===== src/sv/pas_pkg.sv =====
// Shared widths, register indexes and the pipeline item type for the particle step.
package pas_pkg;

  localparam int PW   = 24;
  localparam int VW   = 16;
  localparam int AW   = 12;
  localparam int ZW   = 12;
  localparam int SW   = 20;
  localparam int RLW  = 8;
  localparam int MW   = 25;
  localparam int RW   = MW + 1;
  localparam int NW   = 2 * RW;
  localparam int RMW  = RW + 3;
  localparam int DW   = RW + 2;
  localparam int QW   = 11;
  localparam int CW   = DW + QW;
  localparam int V1W  = 18;

  localparam logic [15:0] DAMP_Q16 = 16'd64881;
  localparam logic [RLW-1:0] RED_BASE = 8'd50;
  localparam logic [RLW-1:0] RED_MAX  = 8'd255;
  localparam logic [ZW-1:0] ZOOM_RESET = 12'd256;

  typedef enum logic [1:0] {
    REG_ENABLE    = 2'd0,
    REG_ATTRACT_X = 2'd1,
    REG_ATTRACT_Y = 2'd2,
    REG_ZOOM      = 2'd3
  } pas_reg_t;

  typedef struct packed {
    logic signed [PW-1:0] px;
    logic signed [PW-1:0] py;
    logic signed [VW-1:0] vx;
    logic signed [VW-1:0] vy;
    logic [MW-1:0]        dxm;
    logic [MW-1:0]        dym;
    logic                 dxn;
    logic                 dyn;
    logic                 pen;
  } pas_item_t;

endpackage


===== src/sv/pas_div.sv =====
// Pipelined restoring divider for both pull components, one quotient bit per stage.
module pas_div #(
  parameter int FRAC_BITS = 8
) (
  input  logic                    clk,
  input  logic                    rst,
  input  logic                    in_valid,
  input  pas_pkg::pas_item_t      in_item,
  input  logic [pas_pkg::RW-1:0]  in_root,
  output logic                    out_valid,
  output pas_pkg::pas_item_t      out_item,
  output logic [pas_pkg::QW-1:0]  out_qx,
  output logic [pas_pkg::QW-1:0]  out_qy
);

  localparam int NS = FRAC_BITS - 1;
  localparam int CW = pas_pkg::CW;
  localparam int DW = pas_pkg::DW;
  localparam int QW = pas_pkg::QW;

  logic               v  [0:NS];
  pas_pkg::pas_item_t it [0:NS];
  logic [DW-1:0]      d  [0:NS];
  logic [CW-1:0]      rx [0:NS];
  logic [CW-1:0]      ry [0:NS];
  logic [QW-1:0]      qx [0:NS];
  logic [QW-1:0]      qy [0:NS];

  always_ff @(posedge clk) begin
    if (rst) begin
      v[0] <= 1'b0;
    end else begin
      v[0] <= in_valid;
    end
  end

  always_ff @(posedge clk) begin
    it[0] <= in_item;
    d[0]  <= DW'(in_root) + (DW'(in_root) << 1);
    rx[0] <= CW'(in_item.dxm) << FRAC_BITS;
    ry[0] <= CW'(in_item.dym) << FRAC_BITS;
    qx[0] <= '0;
    qy[0] <= '0;
  end

  for (genvar j = 0; j < NS; j++) begin : g_stage
    localparam int K = NS - 1 - j;
    logic [CW-1:0] dsh;
    logic          fx, fy;

    assign dsh = CW'(d[j]) << K;
    assign fx  = rx[j] >= dsh;
    assign fy  = ry[j] >= dsh;

    always_ff @(posedge clk) begin
      if (rst) begin
        v[j+1] <= 1'b0;
      end else begin
        v[j+1] <= v[j];
      end
    end

    always_ff @(posedge clk) begin
      it[j+1] <= it[j];
      d[j+1]  <= d[j];
      rx[j+1] <= fx ? rx[j] - dsh : rx[j];
      ry[j+1] <= fy ? ry[j] - dsh : ry[j];
      qx[j+1] <= qx[j] | (QW'(fx) << K);
      qy[j+1] <= qy[j] | (QW'(fy) << K);
    end
  end

  assign out_valid = v[NS];
  assign out_item  = it[NS];
  assign out_qx    = qx[NS];
  assign out_qy    = qy[NS];

endmodule


===== config.mk =====
export PLATFORM = sky130hd
export DESIGN_NAME = pas_div
export DESIGN_NICKNAME = d
export VERILOG_FILES = /design/src/sv/pas_pkg.sv /design/src/sv/pas_div.sv
export SDC_FILE = /design/constraint.sdc
export NUM_CORES = 2
export LEC_CHECK = 0
export BUFFER_PORTS_ARGS = -buffer_cell sky130_fd_sc_hd__buf_2
export CAP_MARGIN = 15
export CORE_MARGIN = 2
export CORE_UTILIZATION = 60
export DETAILED_ROUTE_END_ITERATION = 10
export GPL_TIMING_DRIVEN = 0
export PLACE_DENSITY_LB_ADDON = 0.15
export SYNTH_ARGS = -nofsm -noshare
export SYNTH_HDL_FRONTEND = slang
export SYNTH_SLANG_ARGS = --single-unit

===== constraint.sdc =====
create_clock -name clk -period 3.7 [get_ports clk]
set_input_delay 0.37 -clock clk [delete_from_list [all_inputs] [get_ports clk]]
set_output_delay 0.37 -clock clk [all_outputs]
set_load 0.03 [all_outputs]

## After elaboration in Yosys (flattened, before gate mapping)

Memory sizes are Yosys's and may differ from the RTL's.
Index checks and enable logic that the tools add are counted.

| storage, ports and cells | value |
|---|---|
| flip-flop bits (word level) | 0 |
| input bits | 162 |
| logic and storage cells | 83 |
| memories kept | 7 |
| memory bits (writable) | 2096 |
| output and inout bits | 156 |

| operators by class | value |
|---|---|
| bitwise gates (word level) | 22 |
| muxes and demuxes | 25 |
| $lt $le $gt $ge | 14 |
| $add $sub $neg | 15 |

Memories:

| name | words | bits a word | read ports | clocked after memory_dff | wr ports | RTL line | source |
|---|---|---|---|---|---|---|---|
| it | 8 | 133 | 8 | 0 | 8 | pas_div.sv:22 | `pas_pkg::pas_item_t it [0:NS];` |
| rx | 8 | 39 | 7 | 0 | 8 | pas_div.sv:24 | `logic [CW-1:0] rx [0:NS];` |
| ry | 8 | 39 | 7 | 0 | 8 | pas_div.sv:25 | `logic [CW-1:0] ry [0:NS];` |
| d | 8 | 28 | 7 | 0 | 8 | pas_div.sv:23 | `logic [DW-1:0] d [0:NS];` |
| qx | 8 | 11 | 8 | 0 | 8 | pas_div.sv:26 | `logic [QW-1:0] qx [0:NS];` |
| qy | 8 | 11 | 8 | 0 | 8 | pas_div.sv:27 | `logic [QW-1:0] qy [0:NS];` |
| 1 more memories | - | - | - | - | - | - |  |

Operators with widths:

| cell | number |
|---|---|
| $mux W39 | 14 |
| $ge A39 B28 Y1 | 2 |
| $ge A39 B29 Y1 | 2 |
| $ge A39 B30 Y1 | 2 |
| $ge A39 B31 Y1 | 2 |
| $ge A39 B32 Y1 | 2 |
| $ge A39 B33 Y1 | 2 |
| $ge A39 B34 Y1 | 2 |
| $sub A39 B28 Y39 | 2 |
| $sub A39 B29 Y39 | 2 |
| $sub A39 B30 Y39 | 2 |
| $sub A39 B31 Y39 | 2 |
| $sub A39 B32 Y39 | 2 |
| $sub A39 B33 Y39 | 2 |
| $sub A39 B34 Y39 | 2 |
| $add A26 B27 Y28 | 1 |
| $or A11 B1 Y11 | 2 |
| $or A11 B2 Y11 | 2 |
| $or A11 B3 Y11 | 2 |
| $or A11 B4 Y11 | 2 |
| $or A11 B5 Y11 | 2 |
| $or A11 B6 Y11 | 2 |
| $or A11 B7 Y11 | 2 |
| $mux W1 | 11 |
| $or A1 B1 Y1 | 8 |

## Depth between registers and ports, before layout

| depth | value |
|---|---|
| depth in word-level cells | 3 |
| gate-level depth with buffers | 15 |
| gate-level depth less buffers | 13 |

## Worst setup path after synthesis

OpenSTA, ideal clock, no wires.

| timing | value |
|---|---|
| path kind | flip-flop to flip-flop |
| start point | memory d[1][26] (netlist bit) |
| end point | memory rx[5][37] (netlist bit) |
| data required time | 3581 ps |
| setup slack | 501 ps |
| path buffers | 2 |
| cell stages (with the launch flop) | 13 |
| library setup time | 119 ps |
| data arrival time | 3080 ps |
| clock period less this slack | 3199 ps |
| cell sequence | dfxtp_1 -> inv_1 -> ha_1 -> buf_2 -> nand3_2 -> or2_1 -> or3_1 -> or3_1 -> o211a_2 -> or4_1 -> buf_2 -> or4b_4 -> xnor2_2 |

RTL lines:

| element | RTL line |
|---|---|
| from (decl) | pas_div.sv:23 |
| to (decl) | pas_div.sv:24 |

==> results.yml <==
run_status:
  status: "completed"
routing:
  drtAntennaViolNets: 0
  vias: 43200
  first_pass_iters: 6
  wirelength_um: 156000
  routedWlPerCell_um: 19.4
  drt_iter0_markers: 3078
  post-route-drc-count: 0
  drt-vias-per-instance: 5.39
power:
  total_power_mw: 69.2
  ir_drop_mv: 0.536
  power_density_nw_per_um2: 947
  p_leak_nw: 32.6
critical_path:
  critPathRequiredTime_ps: 4350
  cp_max_fo: 6
  arrival_ps: 4330
  worst_setup_path_start_kind: "flip-flop"
  criticalPathCategory: "reg2reg"
  cp-end-kind: "flip-flop"
  crit_path_end: "ry[3][37]"
  crit_start: "d[0][71]"
  reg2reg_to: "ry[3][37]"
  worst-r2r-setup-slack_ps: 20
  r2r_cells: 11
  regToRegStartpoint: "d[0][71]"
global_routing:
  antenna_found_initial: 0
  grt_pass1_vias: 43800
  grt_usage_pct: 28.8
  grt_max_degree: 18
  grt_pass1_wl_um: 239000
  overflow: 0
sta:
  fin_setup_tns_ps: 0
  max_slew.worst_pin.slew_ps: 1120
  max_clock_freq_mhz: 272
  final_max_slew_viol_count: 0
  max_slew_margin_pct: 24.4
  final-hold-violation-count: 0
  min_period_ps: 3680
  fin_skew_ps: 27.5
  period_share_pct: 99.5
  setup_viol: 0
floorplanning:
  die_h_um: 325
  chipWidth_um: 325
  rows: 117
  dieArea_um2: 106000
  start_util_pct: 60.7
  ioPinCount: 318
  design.core.area_um2: 102000
synthesis:
  ys_top_cells_by_count: "dfxtp_1 (1750), nand2_1 (420), ha_1 (412)"
  synth_edf_count: 0
  yosysWarnings: 0
  ys_ff_latch: 1750
  yosysSeqAreaShare_pct: 56.5
  avgSynthCellArea_um2: 10.5
  synth_top_area_share_pct: 56.5
  yosysTopAreaCell: "dfxtp_1"
  synth.area.top_cells: "dfxtp_1 (57%), ha_1 (8.3%), a21oi_1 (3.2%)"
  netlist_area_um2: 62000
  ys.flop_type: "dfxtp_1"
  ys_types: 93
  synth_cells: 5895
  async_reset_ff_share_pct: 0
  synth.most_common_cell: "dfxtp_1"
placed_design:
  gp_congestion: 0.976
  portBuffers: 309
  placed_cell_area_um2: 65300
  dpl.hpwl_um: 114000
cells_and_area:
  layout-drive-gt1-share_pct: 14.0
  nFillCells: 7292
  final_nets: 7107
  final_area_um2: 73100
  final_core_util_pct: 71.5
  n_antenna_cell: 0
  area_growth_pct: 17.9
clocking:
  cts_buffers: 158
  clock-root-buffer: "clkbuf_16"
  cts_buffer_depth: 3
  tritoncts: "yes"
  clock-sinks: 1750
  clk_latency_ps: 770
  htree_levels: 4
  path_clk_slew_ps: 70
flow_run:
  cap_violations: 0
worst_hold_path:
  hold_path.class: "in2reg"
  hold_depth: 3
==> flip-flops by register name, summed over array words and instances (netlist names) <==
register  cells
it         1064
d           196
ry          213
qy           28
qx           28
rx          213
v             8
==> placed cells by master, fill, tap and decap left out, types with 90 or more instances in the layout <==
master / Yosys / layout
a21o_1: 190 / 190
a21oi_1: 399 / 391
buf_2: 13 / 323
buf_4: 152 / 172
clkbuf_1: 125 / 101
clkbuf_16: 0 / 159
dfxtp_1: 1750 / 1748
dlygate4sd3_1: 0 / 146
ha_1: 412 / 406
inv_1: 304 / 304
nand2_1: 420 / 420
nand3_1: 91 / 90
nor2_1: 315 / 315
o21ai_0: 356 / 356
xnor2_1: 192 / 192
xor2_1: 182 / 182
==> stage by stage <==
stage / cells / hold slack, ps / setup slack (ps)
floorplan: 5902 / 310 / 501
global placement: 7579 / 309 / -1100
detailed placement: 7580 / 312 / -1110
CTS: 8022 / 0.721 / 0.380
global route: 8018 / 48.4 / -9.66
finish: 8018 / 42.9 / 18.5
==> power by group <==
group          switching, mW  internal [mW]  total [mW]
Clock                   7.09           10.0        17.1
Combinational           15.9           11.1        27.0
Sequential              2.43           22.6        25.1
==> logic make-up after synthesis <==
kind of cell / count (synthesis) / share of synthesized area (%)
buf+inv: 601 / 4.59
other cells: 1 / 0.00605
compound gates: 1379 / 13.9
mux: 42 / 0.759
xor+xnor: 375 / 5.31
simple gates: 1324 / 10.2
fa+ha+maj: 423 / 8.67
flops: 1750 / 56.5
==> routing by layer <==
| layer | GRT usage (%) | part of all wire, % |
|---|---|---|
| met5 | 0 | 0 |
| met4 | 15.3 | 5.4 |
| met3 | 3.71 | 4.0 |
| met2 | 52.1 | 50 |
| met1 | 33.1 | 41 |
==> how the worst min path moves through the flow <==
stage,start,end
after floorplan,it[0][0],it[0][133]
after global placement,it[3][56],it[3][189]
after detailed placement,it[1][169],it[2][36]
after CTS,in_root[13],d[0][13]
after global routing,in_root[22],d[0][22]
final,in_root[13],d[0][13]
==> critical path, stage by stage (launching register included) <==
cell and delay [ps]:
dfxtp_1 380, inv_1 130, ha_2 490, nand4_1 420, or4_4 570, nor4_2 280
nor4_1 90, o31a_1 120, o31ai_1 130, o211ai_1 240, or4b_1 560, xnor2_1 150
==> repair_timing <==
| action | 4_1_cts | 5_1_grt |
|---|---|---|
| hold buffers | 146 | 0 |
| pin swaps | 7 | 13 |
| endpoints found under the setup margin | 380 | 341 |
| resized for setup | 94 | 88 |
| hold endpoints to repair | 149 | 0 |
| setup buffers | 9 | 6 |
==> layout make-up <==
cell class	count	area [µm²]	share of cell area, %
Timing Repair Buffer	471	3140	4.29
Inverter	305	1140	1.57
Multi-Input combinational cell	3551	24700	33.7
Sequential cell	1750	35000	47.9
Tap cell	1368	1710	2.34
Clock inverter	58	940	1.29
Buffer	285	1780	2.43
Clock buffer	230	4690	6.41
Power figures use the tool's default switching activity.
