## src/sv/pas_pkg.sv

```systemverilog
// Shared widths, register indexes and the pipeline item type for the particle step.
package pas_pkg;

  localparam int PW   = 24;
  localparam int VW   = 16;
  localparam int AW   = 12;
  localparam int ZW   = 12;
  localparam int SW   = 20;
  localparam int RLW  = 8;
  localparam int MW   = 25;
  localparam int RW   = MW + 1;
  localparam int NW   = 2 * RW;
  localparam int RMW  = RW + 3;
  localparam int DW   = RW + 2;
  localparam int QW   = 11;
  localparam int CW   = DW + QW;
  localparam int V1W  = 18;

  localparam logic [15:0] DAMP_Q16 = 16'd64881;
  localparam logic [RLW-1:0] RED_BASE = 8'd50;
  localparam logic [RLW-1:0] RED_MAX  = 8'd255;
  localparam logic [ZW-1:0] ZOOM_RESET = 12'd256;

  typedef enum logic [1:0] {
    REG_ENABLE    = 2'd0,
    REG_ATTRACT_X = 2'd1,
    REG_ATTRACT_Y = 2'd2,
    REG_ZOOM      = 2'd3
  } pas_reg_t;

  typedef struct packed {
    logic signed [PW-1:0] px;
    logic signed [PW-1:0] py;
    logic signed [VW-1:0] vx;
    logic signed [VW-1:0] vy;
    logic [MW-1:0]        dxm;
    logic [MW-1:0]        dym;
    logic                 dxn;
    logic                 dyn;
    logic                 pen;
  } pas_item_t;

endpackage

```

## src/sv/pas_front.sv

```systemverilog
// Front stages: offset from the attractor, magnitudes, squares and squared distance.
module pas_front #(
  parameter int FRAC_BITS = 8
) (
  input  logic                           clk,
  input  logic                           rst,
  input  logic                           in_valid,
  input  logic signed [pas_pkg::PW-1:0]  px,
  input  logic signed [pas_pkg::PW-1:0]  py,
  input  logic signed [pas_pkg::VW-1:0]  vx,
  input  logic signed [pas_pkg::VW-1:0]  vy,
  input  logic                           attract_enable,
  input  logic [pas_pkg::AW-1:0]         attract_x,
  input  logic [pas_pkg::AW-1:0]         attract_y,
  output logic                           out_valid,
  output pas_pkg::pas_item_t             out_item,
  output logic [pas_pkg::NW-1:0]         out_n
);

  localparam int MW = pas_pkg::MW;

  logic signed [MW:0] px_ext, py_ext, ax_sh, ay_sh;
  logic               a_valid, a_en;
  logic signed [pas_pkg::PW-1:0] a_px, a_py;
  logic signed [pas_pkg::VW-1:0] a_vx, a_vy;
  logic signed [MW:0] a_dx, a_dy;

  logic               b_valid, c_valid, d_valid;
  pas_pkg::pas_item_t b_item, c_item, d_item;
  logic [2*MW-1:0]    c_sqx, c_sqy;
  logic [pas_pkg::NW-1:0] d_n;

  assign px_ext = (MW+1)'(px);
  assign py_ext = (MW+1)'(py);
  assign ax_sh  = signed'((MW+1)'(attract_x) << FRAC_BITS);
  assign ay_sh  = signed'((MW+1)'(attract_y) << FRAC_BITS);

  always_ff @(posedge clk) begin
    if (rst) begin
      a_valid <= 1'b0;
      b_valid <= 1'b0;
      c_valid <= 1'b0;
      d_valid <= 1'b0;
    end else begin
      a_valid <= in_valid;
      b_valid <= a_valid;
      c_valid <= b_valid;
      d_valid <= c_valid;
    end
  end

  always_ff @(posedge clk) begin
    a_px <= px;
    a_py <= py;
    a_vx <= vx;
    a_vy <= vy;
    a_en <= attract_enable;
    a_dx <= px_ext - ax_sh;
    a_dy <= py_ext - ay_sh;

    b_item.px  <= a_px;
    b_item.py  <= a_py;
    b_item.vx  <= a_vx;
    b_item.vy  <= a_vy;
    b_item.dxm <= a_dx[MW] ? MW'(-a_dx) : MW'(a_dx);
    b_item.dym <= a_dy[MW] ? MW'(-a_dy) : MW'(a_dy);
    b_item.dxn <= a_dx[MW];
    b_item.dyn <= a_dy[MW];
    b_item.pen <= a_en && ((a_dx != '0) || (a_dy != '0));

    c_item <= b_item;
    c_sqx  <= (2*MW)'(b_item.dxm) * (2*MW)'(b_item.dxm);
    c_sqy  <= (2*MW)'(b_item.dym) * (2*MW)'(b_item.dym);

    d_item <= c_item;
    d_n    <= pas_pkg::NW'(c_sqx) + pas_pkg::NW'(c_sqy);
  end

  assign out_valid = d_valid;
  assign out_item  = d_item;
  assign out_n     = d_n;

endmodule

```

## config.mk

```make
export PLATFORM = sky130hd
export DESIGN_NAME = pas_front
export DESIGN_NICKNAME = d
export VERILOG_FILES = /design/src/sv/pas_pkg.sv /design/src/sv/pas_front.sv
export SDC_FILE = /design/constraint.sdc
export NUM_CORES = 2
export LEC_CHECK = 0
export ABC_CLOCK_PERIOD_IN_PS = 7260
export BUFFER_PORTS_ARGS = -buffer_cell sky130_fd_sc_hd__buf_2
export CAP_MARGIN = 25
export CORE_UTILIZATION = 30
export DETAILED_ROUTE_END_ITERATION = 6
export GPL_ROUTABILITY_DRIVEN = 0
export GPL_TIMING_DRIVEN = 1
export PLACE_DENSITY = 0.48
export SETUP_SLACK_MARGIN = 0.05
export SLEW_MARGIN = 25
export SYNTH_ARGS = -nofsm -noshare
export SYNTH_HDL_FRONTEND = slang
export SYNTH_SLANG_ARGS = --single-unit
```

## constraint.sdc

```tcl
create_clock -name clk -period 7.26 [get_ports clk]
set_input_delay 1.815 -clock clk [delete_from_list [all_inputs] [get_ports clk]]
set_output_delay 1.815 -clock clk [all_outputs]
set_load 0.02 [all_outputs]
```

# Word-level counts from Yosys, hierarchy flattened
# Index checks and enable logic that the tools add are counted.
[classes]
reduce_logical = 4
n_mux = 2
n_mul = 2
add_sub_neg = 5
[op_table]
columns = ["cell", "n"]
rows = [
  ["25-bit by 25-bit multiplier with 50-bit output", 2],
  ["26-bit nonzero test", 2],
  ["50-bit by 50-bit adder with 51-bit output", 1],
  ["25-bit 2-to-1 mux", 2],
  ["25-bit negator", 2],
  ["24-bit by 21-bit subtractor with 25-bit output", 2],
  ["1-bit logical AND", 1],
  ["1-bit logical OR", 1],
]
[word_totals]
regBits = 685
output_inout_bits = 186
wordCells = 54
inputBits = 108

# Depth between registers and ports, before layout
[logic_depth]
depth_word = 3
mapped_depth = 28
ltp_nobuf = 26

# Least setup slack after synthesis
# No wires, ideal clock.
[synth_timing]
path_kind = "flip-flop to flip-flop"
start = "reg b_item[6] (netlist name)"
end = "reg c_sqy[46]"
path_slack_ns = 0.273
period_less_slack_ns = 6.987
setup_ns = 0.072
stages_incl_launch_ff = 29
t_arrival_ns = 6.914
n_path_buf = 3
cell_sequence = "dfxtp_1 clkbuf_1 clkbuf_1 nand2_1 fa_1 inv_1 fa_1 inv_1 fa_1 inv_1 fa_1 inv_1 fa_1 inv_1 fa_1 inv_1 fa_1 inv_1 ha_1 buf_6 and3_4 and3_1 o211ai_1 o211a_1 o21ai_2 a2111oi_4 a211oi_1 o41ai_2 xnor2_1"
[synth_between]
elab_chain_cells = 1
[synth_rtl]
columns = ["element", "line_no", "source"]
rows = [
  ["start, declared", "pas_front.sv:29", "pas_pkg::pas_item_t b_item, c_item, d_item;"],
  ["25-bit by 25-bit multiplier with 50-bit output", "pas_front.sv:73", "c_sqy <= (2*MW)'(b_item.dym) * (2*MW)'(b_item.dym);"],
  ["end signal, assigned", "pas_front.sv:73", ""],
  ["end, declared", "pas_front.sv:30", "logic [2*MW-1:0] c_sqx, c_sqy;"],
]
# Every way passes these cells.
# A chain may end at the register's enable or synchronous reset.

# Worst setup path in the final report
[layout_timing]
start = "reg b_item[7] (netlist name)"
end = "reg c_sqy[49]"
# Same word-level chain as after synthesis.

==> metrics <==
endpoints failing setup=0; met3 WL=5480 µm; Residual DRC=0; Post-Route Setup TNS=0 ns; HPWL Detailed=108,000 µm; status=completed; worst hold path class=reg2reg; H-Tree Depth=3; Synth top area share=34.8%; cell taking the most area after synthesis=fa_1; mean post-synth cell area=10.0 µm²; Final #Nets=7,276; # hold bufs at CTS=0; pre-CTS setup slack=-0.0696 ns; CP Launch Point=b_item[7]$_DFF_P_; hold path start=c_item[70]$_DFF_P_; CTS Root Cell=clkbuf_16; clk sink count=659; worst-case clock buffer depth=3; Slew Viols, Final=0; Distinct cells, synth=72; Reg2Reg Setup Slack=0.28 ns; chip height=425 µm; largest cells by area after synthesis=fa_1 (35%), dfxtp_1 (25%), ha_1 (10%), inv_1 (9.8%), and2_1 (3.1%); hold depth=0; Hold Path Sink=out_item[70]$_DFF_P_; post-layout util=35.0%; crit path buf inv count=6; DR top layer=met4; Metal-1 WL=51,900 µm; first-pass GRT wire length=206,000 µm; # rows=154; Reg-to-Reg Start=b_item[7]$_DFF_P_; Ys Warns=0; GRT Util Overall=14.7%; Max-Slew Margin vs Limit=35.0%; minimum clock period=6.98 ns; Mapped Area=53,700 µm²; register bit total from synthesis=659; Synth Flop Type=dfxtp_1; layout cells sized above 1=11.9%; synth-to-layout area growth=15.4%; fmax=0.143 GHz; PnR worst setup slack=0.279 ns; Final Hold Viols=0; Starting Density=30.4%; top cell family by delay on the critical path=adder cells; Synth Net Count=6,840; initial antenna violation count=1; RSZ-0062 raised after global routing=true; grt total ovfl=0; overall die width=425 µm; Post-synth ARST share=0%; core area=177,000 µm²; cells after synthesis=5,348; Max FO, Critical Path=9; Cell Chain, Critical Path=buf_4 -> nand2_1 -> fa_1 -> inv_1 -> fa_1 -> fa_1 -> inv_1 -> fa_1 -> inv_1 -> fa_1 -> fa_1 -> inv_1 -> fa_1 -> inv_1 -> ha_1 -> a21o_1 -> o21bai_1 -> a31oi_1 -> o221ai_1 -> a41o_1 -> a21oi_2 -> o21ai_1 -> a311oi_2 -> xnor2_1; final setup skew=0.0501 ns; most used cell, CP=fa_1; antenna-violating nets left=0; post-route cell area=62,000 µm²; Slew @ Worst Pin=0.967 ns; routed wire length=127,000 µm; slowest stage delay, CP=0.56 ns; die area=181,000 µm²; Ports=294; routed vias=35.5k; Port Buffers=292; CP startpoint kind=flop; sequential cell area fraction in the yosys report=24.6%; CP max stage cell=fa_1; Post-synth EDFFs=0; number of max-cap violations=0; WL per Instance=15.5 µm; worst reg2reg path depth=24; Vias/cell=4.34; largest net degree at the start of global routing=28; crit path kind=reg2reg; 1st-iter DRT viols=1,473; Worst EP required=7.87 ns; vias in the first global route=38.7k; RR Endpoint=c_sqy[49]$_DFF_P_; register clock-pin slew on the reported worst setup and hold paths=0.06 ns; Arrival @ worst endpoint=7.59 ns; post-placement cell area=59,100 µm²; CP endpoint kind=flop; CTS tree=built; Final period util=96.2%; worst-skew pair later-pin latency=0.73 ns; DR WL met2=65,400 µm; Num CTS Buffers=78; drt pass-1 iters=5
-- worst max path at each step --
stage,slack (ns),cells past startpoint,to
after floorplan,0.27,28,c_sqy[46]$_DFF_P_
after global placement,0.01,23,c_sqx[43]$_DFF_P_
after detailed placement,-0.07,23,c_sqx[43]$_DFF_P_
after CTS,0.06,23,c_sqx[42]$_DFF_P_
after global routing,0.007,24,c_sqy[49]$_DFF_P_
final,0.28,24,c_sqy[49]$_DFF_P_
-- cell type report --
cell class	instances	area, µm²
antenna	4	10.0
timing repair buffer	493	3050
fill	18200	115000
inverter	1396	5250
multi-input combinational	3156	34800
clock buffer	102	2180
tap	2340	2930
clock inverter	37	520
sequential	659	13200
-- per-layer routing --
layer | up-vias | GRT usage (%)
li1 | 16900 | -
met1 | 17900 | 17.7
met2 | 618 | 26.2
met3 | 159 | 2.28
met4 | 0 | 5.48
met5 | - | 0
-- kinds of logic after synthesis --
group	Yosys count	synth area share, %
adder cells (fa/ha/maj)	1384	45.3
buffers and inverters	1533	10.8
AND/OR/NAND/NOR	1027	9.24
other	1	0.00698
AO/OA/AOI/OAI	519	6.44
XOR/XNOR	221	3.60
flip-flops	659	24.6
multiplexers	4	0.0792
-- synth_stat cells (7+ instances only) --
cell	number
clkbuf_1	131
o21ai_1	14
o21a_1	14
a31oi_1	23
a21oi_1	154
xor2_1	62
a211oi_1	16
and2_1	262
nor2b_1	36
o211ai_1	12
a21boi_0	14
inv_1	1396
fa_1	934
xnor2_1	159
o21bai_1	22
or3_1	13
a21o_1	88
o31ai_1	21
o21ai_0	72
nand2b_1	12
nor3_1	26
dfxtp_1	659
and3_1	25
nand4_1	17
ha_1	450
nand2_1	436
nor2_1	136
a41oi_1	7
nand3_1	33
or2_2	7
-- registers in the layout (all words and copies together), names as in the netlist --
| name | cells |
|---|---|
| a_dy | 25 |
| a_en | 1 |
| a_valid | 1 |
| out_valid | 1 |
| c_valid | 1 |
| a_dx | 25 |
| a_vy | 16 |
| c_sqy | 49 |
| out_n | 51 |
| c_sqx | 49 |
| out_item | 131 |
| a_px | 16 |
| b_item | 131 |
| a_vx | 16 |
| b_valid | 1 |
| a_py | 16 |
| c_item | 129 |
-- stage by stage --
step	hold WS, ns	std cells
after global placement	0.310	8042
after CTS	0.314	8181
after detailed placement	0.312	8042
after global routing	0.325	8184
final	0.309	8187
after floorplan	0.310	5348
-- timing repair --
action                                  CTS  global route
pin swaps                                 0             4
endpoints found under the setup margin    6            28
resized for setup                         2            40
setup buffers                             0             2
-- cell usage in the layout (no fill, tap or decap), drive strengths merged, types with 12 or more instances in the layout --
cell       n
clkinv    20
o31ai     24
dfxtp    659
fa       934
nor3      27
inv     1401
a21boi    17
a21oi    157
xnor2    159
ha       450
clkbuf   102
o21bai    22
o21a      14
o21ai     89
xor2      62
nor2     136
a211oi    18
buf      493
and2     262
or3       13
a21o      88
nand2    436
nor2b     36
nand4     17
and3      26
a31oi     24
nand2b    12
nand3     33
o211ai    14
Power is left out: the tool's default activity adds up to more than one toggle a clock period on the data nets, which glitch-free logic cannot reach.
