## src/sv/pas_pkg.sv

```systemverilog
// Shared widths, register indexes and the pipeline item type for the particle step.
package pas_pkg;

  localparam int PW   = 24;
  localparam int VW   = 16;
  localparam int AW   = 12;
  localparam int ZW   = 12;
  localparam int SW   = 20;
  localparam int RLW  = 8;
  localparam int MW   = 25;
  localparam int RW   = MW + 1;
  localparam int NW   = 2 * RW;
  localparam int RMW  = RW + 3;
  localparam int DW   = RW + 2;
  localparam int QW   = 11;
  localparam int CW   = DW + QW;
  localparam int V1W  = 18;

  localparam logic [15:0] DAMP_Q16 = 16'd64881;
  localparam logic [RLW-1:0] RED_BASE = 8'd50;
  localparam logic [RLW-1:0] RED_MAX  = 8'd255;
  localparam logic [ZW-1:0] ZOOM_RESET = 12'd256;

  typedef enum logic [1:0] {
    REG_ENABLE    = 2'd0,
    REG_ATTRACT_X = 2'd1,
    REG_ATTRACT_Y = 2'd2,
    REG_ZOOM      = 2'd3
  } pas_reg_t;

  typedef struct packed {
    logic signed [PW-1:0] px;
    logic signed [PW-1:0] py;
    logic signed [VW-1:0] vx;
    logic signed [VW-1:0] vy;
    logic [MW-1:0]        dxm;
    logic [MW-1:0]        dym;
    logic                 dxn;
    logic                 dyn;
    logic                 pen;
  } pas_item_t;

endpackage

```

## src/sv/pas_back.sv

```systemverilog
// Back stages: apply pull, red level, damping, position advance and screen mapping.
module pas_back #(
  parameter int FRAC_BITS = 8
) (
  input  logic                           clk,
  input  logic                           rst,
  input  logic                           in_valid,
  input  pas_pkg::pas_item_t             in_item,
  input  logic [pas_pkg::QW-1:0]         in_qx,
  input  logic [pas_pkg::QW-1:0]         in_qy,
  input  logic [pas_pkg::ZW-1:0]         zoom_scale,
  output logic                           done,
  output logic signed [pas_pkg::PW-1:0]  new_pos_x,
  output logic signed [pas_pkg::PW-1:0]  new_pos_y,
  output logic signed [pas_pkg::VW-1:0]  new_vel_x,
  output logic signed [pas_pkg::VW-1:0]  new_vel_y,
  output logic [pas_pkg::RLW-1:0]        red_level,
  output logic signed [pas_pkg::SW-1:0]  screen_x,
  output logic signed [pas_pkg::SW-1:0]  screen_y
);

  localparam int PW  = pas_pkg::PW;
  localparam int VW  = pas_pkg::VW;
  localparam int V1W = pas_pkg::V1W;
  localparam int SW  = pas_pkg::SW;
  localparam int ZW  = pas_pkg::ZW;
  localparam int PRW = V1W + 16;
  localparam int RSW = V1W + 5;
  localparam int ZPW = PW + ZW;
  localparam int ZSH = FRAC_BITS + 8;

  localparam logic signed [PW:0] P_MAX = (PW+1)'((64'sd1 <<< (PW-1)) - 64'sd1);
  localparam logic signed [PW:0] P_MIN = (PW+1)'(-(64'sd1 <<< (PW-1)));
  localparam logic [PRW-17:0] V_POS_LIM = (PRW-16)'((64'd1 << (VW-1)) - 64'd1);
  localparam logic [PRW-17:0] V_NEG_LIM = (PRW-16)'(64'd1 << (VW-1));
  localparam logic [ZPW-1:0]  S_POS_LIM = ZPW'((64'd1 << (SW-1)) - 64'd1);
  localparam logic [ZPW-1:0]  S_NEG_LIM = ZPW'(64'd1 << (SW-1));
  localparam logic [RSW-1:0]  RED_ROOM  = RSW'(pas_pkg::RED_MAX - pas_pkg::RED_BASE);

  logic [9:1] sv;
  logic signed [PW-1:0] px1, py1, px2, py2, px3, py3, px4, py4, px5, py5;

  logic signed [V1W-1:0] vxe, vye, qxs, qys, v1x, v1y;
  logic [V1W-1:0]        m2x, m2y;
  logic                  n2x, n2y, n3x, n3y;
  logic [PRW-1:0]        p3x, p3y;
  logic [V1W:0]          spd3;
  logic [PRW-17:0]       dmx, dmy;
  logic [RSW-1:0]        scaled;
  logic signed [VW-1:0]  nv4x, nv4y, nv5x, nv5y, nv6x, nv6y, nv7x, nv7y, nv8x, nv8y;
  logic [pas_pkg::RLW-1:0] red4, red5, red6, red7, red8;
  logic signed [VW+1:0]  t5x, t5y;
  logic signed [PW:0]    sum6x, sum6y;
  logic signed [PW-1:0]  np6x, np6y, np7x, np7y, np8x, np8y;
  logic [PW-1:0]         m7x, m7y;
  logic                  n7x, n7y, n8x, n8y;
  logic [ZPW-1:0]        z8x, z8y, s9x, s9y;

  assign vxe = V1W'(in_item.vx);
  assign vye = V1W'(in_item.vy);
  assign qxs = signed'(V1W'(in_qx));
  assign qys = signed'(V1W'(in_qy));
  assign dmx = p3x[PRW-1:16];
  assign dmy = p3y[PRW-1:16];
  assign scaled = ((RSW'(spd3) << 3) + (RSW'(spd3) << 1)) >> FRAC_BITS;
  assign sum6x = (PW+1)'(px5) + (PW+1)'(t5x);
  assign sum6y = (PW+1)'(py5) + (PW+1)'(t5y);
  assign s9x = z8x >> ZSH;
  assign s9y = z8y >> ZSH;

  always_ff @(posedge clk) begin
    if (rst) begin
      sv <= '0;
    end else begin
      sv <= {sv[8:1], in_valid};
    end
  end

  assign done = sv[9];

  always_ff @(posedge clk) begin
    px1 <= in_item.px;
    py1 <= in_item.py;
    if (!in_item.pen) begin
      v1x <= vxe;
      v1y <= vye;
    end else begin
      v1x <= in_item.dxn ? vxe + qxs : vxe - qxs;
      v1y <= in_item.dyn ? vye + qys : vye - qys;
    end

    px2 <= px1;
    py2 <= py1;
    m2x <= v1x[V1W-1] ? V1W'(-v1x) : V1W'(v1x);
    m2y <= v1y[V1W-1] ? V1W'(-v1y) : V1W'(v1y);
    n2x <= v1x[V1W-1];
    n2y <= v1y[V1W-1];

    px3  <= px2;
    py3  <= py2;
    p3x  <= PRW'(m2x) * PRW'(pas_pkg::DAMP_Q16);
    p3y  <= PRW'(m2y) * PRW'(pas_pkg::DAMP_Q16);
    n3x  <= n2x;
    n3y  <= n2y;
    spd3 <= (V1W+1)'(m2x) + (V1W+1)'(m2y);

    px4 <= px3;
    py4 <= py3;
    if (n3x) begin
      nv4x <= (dmx >= V_NEG_LIM) ? signed'(VW'(V_NEG_LIM)) : -signed'(VW'(dmx));
    end else begin
      nv4x <= (dmx > V_POS_LIM) ? signed'(VW'(V_POS_LIM)) : signed'(VW'(dmx));
    end
    if (n3y) begin
      nv4y <= (dmy >= V_NEG_LIM) ? signed'(VW'(V_NEG_LIM)) : -signed'(VW'(dmy));
    end else begin
      nv4y <= (dmy > V_POS_LIM) ? signed'(VW'(V_POS_LIM)) : signed'(VW'(dmy));
    end
    red4 <= (scaled > RED_ROOM) ? pas_pkg::RED_MAX
                                : pas_pkg::RED_BASE + scaled[pas_pkg::RLW-1:0];

    px5  <= px4;
    py5  <= py4;
    nv5x <= nv4x;
    nv5y <= nv4y;
    red5 <= red4;
    t5x  <= (VW+2)'(nv4x) + ((VW+2)'(nv4x) <<< 1);
    t5y  <= (VW+2)'(nv4y) + ((VW+2)'(nv4y) <<< 1);

    nv6x <= nv5x;
    nv6y <= nv5y;
    red6 <= red5;
    np6x <= (sum6x > P_MAX) ? PW'(P_MAX) : (sum6x < P_MIN) ? PW'(P_MIN) : PW'(sum6x);
    np6y <= (sum6y > P_MAX) ? PW'(P_MAX) : (sum6y < P_MIN) ? PW'(P_MIN) : PW'(sum6y);

    nv7x <= nv6x;
    nv7y <= nv6y;
    red7 <= red6;
    np7x <= np6x;
    np7y <= np6y;
    m7x  <= np6x[PW-1] ? PW'(-np6x) : PW'(np6x);
    m7y  <= np6y[PW-1] ? PW'(-np6y) : PW'(np6y);
    n7x  <= np6x[PW-1];
    n7y  <= np6y[PW-1];

    nv8x <= nv7x;
    nv8y <= nv7y;
    red8 <= red7;
    np8x <= np7x;
    np8y <= np7y;
    n8x  <= n7x;
    n8y  <= n7y;
    z8x  <= ZPW'(m7x) * ZPW'(zoom_scale);
    z8y  <= ZPW'(m7y) * ZPW'(zoom_scale);

    new_pos_x <= np8x;
    new_pos_y <= np8y;
    new_vel_x <= nv8x;
    new_vel_y <= nv8y;
    red_level <= red8;
    if (n8x) begin
      screen_x <= (s9x >= S_NEG_LIM) ? signed'(SW'(S_NEG_LIM)) : -signed'(SW'(s9x));
    end else begin
      screen_x <= (s9x > S_POS_LIM) ? signed'(SW'(S_POS_LIM)) : signed'(SW'(s9x));
    end
    if (n8y) begin
      screen_y <= (s9y >= S_NEG_LIM) ? signed'(SW'(S_NEG_LIM)) : -signed'(SW'(s9y));
    end else begin
      screen_y <= (s9y > S_POS_LIM) ? signed'(SW'(S_POS_LIM)) : signed'(SW'(s9y));
    end
  end

endmodule

```

## config.mk

```make
export PLATFORM = sky130hd
export DESIGN_NAME = pas_back
export DESIGN_NICKNAME = d
export VERILOG_FILES = /design/src/sv/pas_pkg.sv /design/src/sv/pas_back.sv
export SDC_FILE = /design/constraint.sdc
export NUM_CORES = 2
export LEC_CHECK = 0
export BUFFER_PORTS_ARGS = -buffer_cell sky130_fd_sc_hd__buf_4
export CAP_MARGIN = 20
export CORE_AREA = 5 5 313 315
export CTS_BUF_LIST = sky130_fd_sc_hd__clkbuf_16
export DETAILED_ROUTE_END_ITERATION = 12
export DIE_AREA = 0 0 318 320
export PLACE_DENSITY = 0.75
export SLEW_MARGIN = 10
export SYNTH_ARGS = -nofsm -noshare
export SYNTH_HDL_FRONTEND = slang
export SYNTH_SLANG_ARGS = --single-unit
```

## constraint.sdc

```tcl
create_clock -name clk -period 13.9 [get_ports clk]
set_input_delay 0.695 -clock clk [delete_from_list [all_inputs] [get_ports clk]]
set_output_delay 0.695 -clock clk [all_outputs]
set_load 0.01 [all_outputs]
```

======== Word-level counts from Yosys, hierarchy flattened ========
Index checks and enable logic that the tools add are counted.
cells by class
  magnitude comparators ................... 13
  add/subtract/negate cells ............... 19
  multiply operators ...................... 4
  multiplexer cells ....................... 22
operators with widths
  kind                                                                     count
  20-bit two-way mux                                                       6
  16-bit two-way mux                                                       6
  24-bit by 12-bit multiplier with 36-bit output                           2
  18-bit two-way mux                                                       4
  18-bit by 16-bit multiplier with 34-bit output, second input constant    2
  24-bit by 18-bit adder with 25-bit output                                2
  25-bit by 24-bit > comparator with 1-bit output, second input constant   2
  25-bit by 24-bit < comparator with 1-bit output, second input constant   2
  24-bit two-way mux                                                       2
  24-bit negator                                                           2
  23-bit two-way mux                                                       2
  20-bit >= comparator, second input constant                              2
  20-bit by 19-bit > comparator with 1-bit output, second input constant   2
  20-bit negator                                                           2
  16-bit by 17-bit adder with 18-bit output                                2
  18-bit by 16-bit >= comparator with 1-bit output, second input constant  2
  18-bit by 15-bit > comparator with 1-bit output, second input constant   2
  18-bit negator                                                           2
  16-bit by 12-bit adder with 17-bit output                                2
  17-bit two-way mux                                                       2
  16-bit by 12-bit subtractor with 17-bit output                           2
  16-bit negator                                                           2
  22-bit by 20-bit adder with 23-bit output                                1
  18-bit by 18-bit adder with 19-bit output                                1
  other kinds (2)                                                          2
storage, ports and cells
  input port bits ......................... 170
  output and inout port bits .............. 129
  word-level logic and storage cells ...... 122
  bits in registers ....................... 1044

======== Longest topological paths before layout ========
  depth in word-level cells ............... 3
  mapped depth ............................ 24

======== Worst setup path after synthesis ========
OpenSTA, ideal clock, no wires.
  kind .................................... input-to-reg
  start point ............................. input port zoom_scale[5] in the netlist's numbering
  end point ............................... register z8x[33]
  required time ........................... 13.822 ns
  setup slack ............................. 7.524 ns
  path buffers ............................ 2
  stages on the path ...................... 22
  setup time .............................. 0.078 ns
  data arrival time ....................... 6.298 ns
  path through ............................ clkbuf_1 -> clkbuf_1 -> nand2_1 -> fa_1 -> fa_1 -> inv_1 -> fa_1 -> fa_1 -> inv_1 -> fa_1 -> inv_1 -> ha_1 -> o211ai_1 -> o21ai_0 -> nand2_1 -> o31a_1 -> o31ai_1 -> o21a_1 -> o21a_1 -> nor2_1 -> or4_1 -> a32oi_1
between the ends
  word-level cells in the longest chain between the ends .. 1
ends and longest elaborated chain
  what                                            line             RTL
  start, declared                                 pas_back.sv:11   input logic [pas_pkg::ZW-1:0] zoom_scale,
  24-bit by 12-bit multiplier with 36-bit output  pas_back.sv:153  z8x <= ZPW'(m7x) * ZPW'(zoom_scale);
  end signal, assigned                            pas_back.sv:153
  end, declared                                   pas_back.sv:57   logic [ZPW-1:0] z8x, z8y, s9x, s9y;
No other way between the ends.
A chain may end at the register's enable or synchronous reset.

======== Worst setup path after layout ========
  start point ............................. register m7x[4]
  end point ............................... register z8x[35]
between the ends
  word-level cells in the longest chain between the ends .. 1
ends and longest elaborated chain
  what                                            line             RTL
  start, declared                                 pas_back.sv:55   logic [PW-1:0] m7x, m7y;
  start signal, assigned                          pas_back.sv:141  m7x <= np6x[PW-1] ? PW'(-np6x) : PW'(np6x);
  24-bit by 12-bit multiplier with 36-bit output  pas_back.sv:153
No other way between the ends.

==> flow_summary.json <==
{
  "clock_path_buffers": 3,
  "drtIter0Drc": 1668,
  "post-route-drc-count": 0,
  "syn_inst": 5466,
  "path_max_fanout": 12,
  "postSynthAreaPerCell_um2": 10.3,
  "critical_path_class": "flop to flop",
  "io-pin-count": 299,
  "worst_clock_skew_ns": 0.0539,
  "cts_hold_repair.buffers": 0,
  "synth_largest_area_cell": "sky130_fd_sc_hd__dfxtp_1",
  "place_hpwl_um": 87700,
  "synthToLayoutAreaGrowth_pct": 11.1,
  "vias_per_cell": 5.29,
  "transition_time_at_the_pin_with_the_least_slew_margin_ns": 1.10,
  "synth.distinct_cells": 73,
  "critPathCaptureType": "flop",
  "syn-cell-area_um2": 56300,
  "routed_wire_length_per_instance_um": 16.6,
  "start_util": 0.595,
  "die_height_um": 320,
  "rsz_0062_raised_after_global_routing": "no",
  "final_max_slew_viol_count": 0,
  "worst_slew_margin_rel": 0.268,
  "wire_length_of_the_first_global_routing_pass_um": 196000,
  "post-cts-setup-buffers": 0,
  "core_um2": 94600,
  "grt_util_all_layers": 0.233,
  "root_buffer": "sky130_fd_sc_hd__clkbuf_16",
  "synthesis.yosys.warnings": 0,
  "post_cts_resize_count": 0,
  "required_ns": 14.45,
  "drt_pass1_iterations": 7,
  "nets": 7024,
  "die_width_um": 318,
  "routed_wirelength_um": 116000,
  "timing.final.hold_violations": 0,
  "critical-path-top-cell-by-count": "sky130_fd_sc_hd__fa_1",
  "outcome": "finished clean",
  "insertedDiodeCount": 0,
  "maxCapViolCount": 0,
  "worst-endpoint-arrival_ns": 7.53,
  "gp_congestion": 0.894,
  "grt.overflow.total": 0,
  "ys_seq_area_frac": 0.344,
  "portBuffers": 248,
  "hp-class": "input port to flop",
  "ys_dominant_reg_cell": "sky130_fd_sc_hd__dfxtp_1",
  "largest_net_degree_at_the_start_of_global_routing": 49,
  "vias": 37100,
  "ctsHtreeMaxLevel": 3,
  "synth.area.top_cells": "sky130_fd_sc_hd__dfxtp_1 34%, sky130_fd_sc_hd__fa_1 23%, sky130_fd_sc_hd__ha_1 12%, sky130_fd_sc_hd__inv_1 6.0%, sky130_fd_sc_hd__nand2_1 3.8%",
  "fin_crit_ns": 6.98,
  "grt_pass1_vias": 39000,
  "clkSlewWorstSetupHoldPaths_ns": 0.06,
  "async_reset_ff_frac": 0,
  "rows": 113,
  "timing.critical_path.slowest_cell_delay_ns": 0.75,
  "yosys.area.top_type_share": 0.344,
  "fin_tns_setup_ns": 0,
  "final-setup-viol-count": 0,
  "clock-sinks": 968,
  "synth-edff-count": 0,
  "yosys_register_bits": 968,
  "post-route-period-util": 0.503,
  "maxClockFrequency_mhz": 143,
  "ant_nets": 0,
  "die_area_um2": 102000,
  "post_route_cells_drive_above_1_share": 0.0804,
  "tritoncts": "yes",
  "clock_insertion_delay_at_the_later_pin_of_the_skew_report_ns": 0.68,
  "cp-start-kind": "flop",
  "tritoncts_buffers": 95,
  "antenna_found_initial": 4,
  "critPathSlowestCell": "sky130_fd_sc_hd__o31ai_1",
  "worstPathCellList": "nand2_1 -> fa_1 -> inv_1 -> fa_1 -> fa_1 -> fa_1 -> inv_1 -> fa_1 -> inv_1 -> ha_1 -> o211ai_1 -> o21ai_0 -> nand2_1 -> o31a_1 -> o31ai_1 -> o21ai_0 -> o41ai_1 -> nor3_1 -> a21oi_1 -> xnor2_1"
}
-- placed cells by master, fill, tap and decap left out, types with 23 or more instances in the layout --
cell / count
sky130_fd_sc_hd__clkbuf_16: 95
sky130_fd_sc_hd__o21a_1: 29
sky130_fd_sc_hd__and2_1: 157
sky130_fd_sc_hd__nor2b_1: 30
sky130_fd_sc_hd__o21ai_0: 143
sky130_fd_sc_hd__dfxtp_1: 968
sky130_fd_sc_hd__nor3_1: 64
sky130_fd_sc_hd__fa_1: 649
sky130_fd_sc_hd__nand3_1: 33
sky130_fd_sc_hd__nand2b_1: 51
sky130_fd_sc_hd__nor2_1: 196
sky130_fd_sc_hd__a21o_1: 77
sky130_fd_sc_hd__nand2_1: 569
sky130_fd_sc_hd__a211oi_1: 32
sky130_fd_sc_hd__a31oi_1: 25
sky130_fd_sc_hd__or3_1: 28
sky130_fd_sc_hd__inv_1: 907
sky130_fd_sc_hd__xnor2_1: 205
sky130_fd_sc_hd__o21bai_1: 23
sky130_fd_sc_hd__mux2_2: 28
sky130_fd_sc_hd__a21oi_1: 211
sky130_fd_sc_hd__xor2_1: 89
sky130_fd_sc_hd__o31ai_1: 29
sky130_fd_sc_hd__ha_1: 542
sky130_fd_sc_hd__buf_4: 250
-- kinds of logic (layout without fill, tap and decap cells) --
family | count (synthesis) | after routing | share of synthesized area
simple gates | 1228 | 1228 | 0.102
fa+ha+maj | 1197 | 1197 | 0.352
buf+inv | 1046 | 1324 | 0.0700
flops | 968 | 968 | 0.344
compound gates | 701 | 701 | 0.0797
xor+xnor | 294 | 294 | 0.0457
mux | 31 | 31 | 0.00613
other cells | 1 | 2 | 0.0000666
-- critical path, delay by kind of cell, from the launching register on --
kind                     cells  cell delay (ns)
AND/OR/NAND/NOR              3             0.41
AO/OA/AOI/OAI                7             2.59
flip-flops                   1             0.71
adder cells (fa/ha/maj)      6             2.89
XOR/XNOR                     1             0.09
buffers and inverters        3             0.14
-- through the flow --
| stage | utilization | setup slack [ns] | cells | area, um2 | hold slack [ns] |
|---|---|---|---|---|---|
| after floorplan | - | 7.52 | 5467 | 56300 | 0.310 |
| after global placement | 0.626 | 6.45 | 6829 | 59200 | 0.310 |
| after detailed placement | 0.626 | 6.43 | 6829 | 59200 | 0.312 |
| after CTS | 0.661 | 6.89 | 7008 | 62600 | 0.0609 |
| after global routing | 0.662 | 6.35 | 7010 | 62600 | 0.0771 |
| final | 0.662 | 6.92 | 7010 | 62600 | 0.116 |
-- synth_stat cells (17+ instances only) --
| cell type | number |
|---|---|
| sky130_fd_sc_hd__o21a_1 | 29 |
| sky130_fd_sc_hd__nor2b_1 | 30 |
| sky130_fd_sc_hd__xnor2_1 | 205 |
| sky130_fd_sc_hd__nand2b_1 | 51 |
| sky130_fd_sc_hd__ha_1 | 542 |
| sky130_fd_sc_hd__or3_1 | 28 |
| sky130_fd_sc_hd__nor2_1 | 196 |
| sky130_fd_sc_hd__fa_1 | 649 |
| sky130_fd_sc_hd__o21ai_0 | 143 |
| sky130_fd_sc_hd__nor4_1 | 17 |
| sky130_fd_sc_hd__o31ai_1 | 29 |
| sky130_fd_sc_hd__o21bai_1 | 23 |
| sky130_fd_sc_hd__dfxtp_1 | 968 |
| sky130_fd_sc_hd__a21oi_1 | 211 |
| sky130_fd_sc_hd__inv_1 | 894 |
| sky130_fd_sc_hd__a21o_1 | 77 |
| sky130_fd_sc_hd__xor2_1 | 89 |
| sky130_fd_sc_hd__a31oi_1 | 25 |
| sky130_fd_sc_hd__o41ai_1 | 21 |
| sky130_fd_sc_hd__a211oi_1 | 32 |
| sky130_fd_sc_hd__nor3_1 | 64 |
| sky130_fd_sc_hd__and2_1 | 157 |
| sky130_fd_sc_hd__clkbuf_1 | 138 |
| sky130_fd_sc_hd__nand2_1 | 569 |
| sky130_fd_sc_hd__nand3_1 | 33 |
| sky130_fd_sc_hd__mux2_2 | 28 |
-- layout make-up --
type / count / area (um2)
Multi-Input combinational cell: 3453 / 33000
Tap cell: 1265 / 1580
Clock buffer: 95 / 2380
Inverter: 894 / 3360
Sequential cell: 968 / 19400
Clock inverter: 84 / 1000
Timing Repair Buffer: 251 / 1890
Fill cell: 7233 / 32000
-- routing by layer --
metal / part of all wire / track usage / routed length (um) / vias up
met4: 0.030 / 0.0723 / 3500 / 2
met1: 0.43 / 0.306 / 49500 / 18100
met3: 0.056 / 0.0427 / 6460 / 229
met2: 0.49 / 0.397 / 56600 / 905
met5: 0.00011 / 0 / 13 / -
li1: - / - / - / 17800
-- final timing paths --
kind	startpoint	endpoint	slack [ns]	depth (start not counted)
hold / removal	in_item[108]	py1[23]	0.12	1
hold reg to reg	py3[16]	py4[16]	0.28	0
setup / recovery	m7x[4]	z8x[35]	6.92	20
setup reg to reg	m7x[4]	z8x[35]	6.92	20
Power is left out: the tool's default activity adds up to more than one toggle a clock period on the data nets, which glitch-free logic cannot reach.
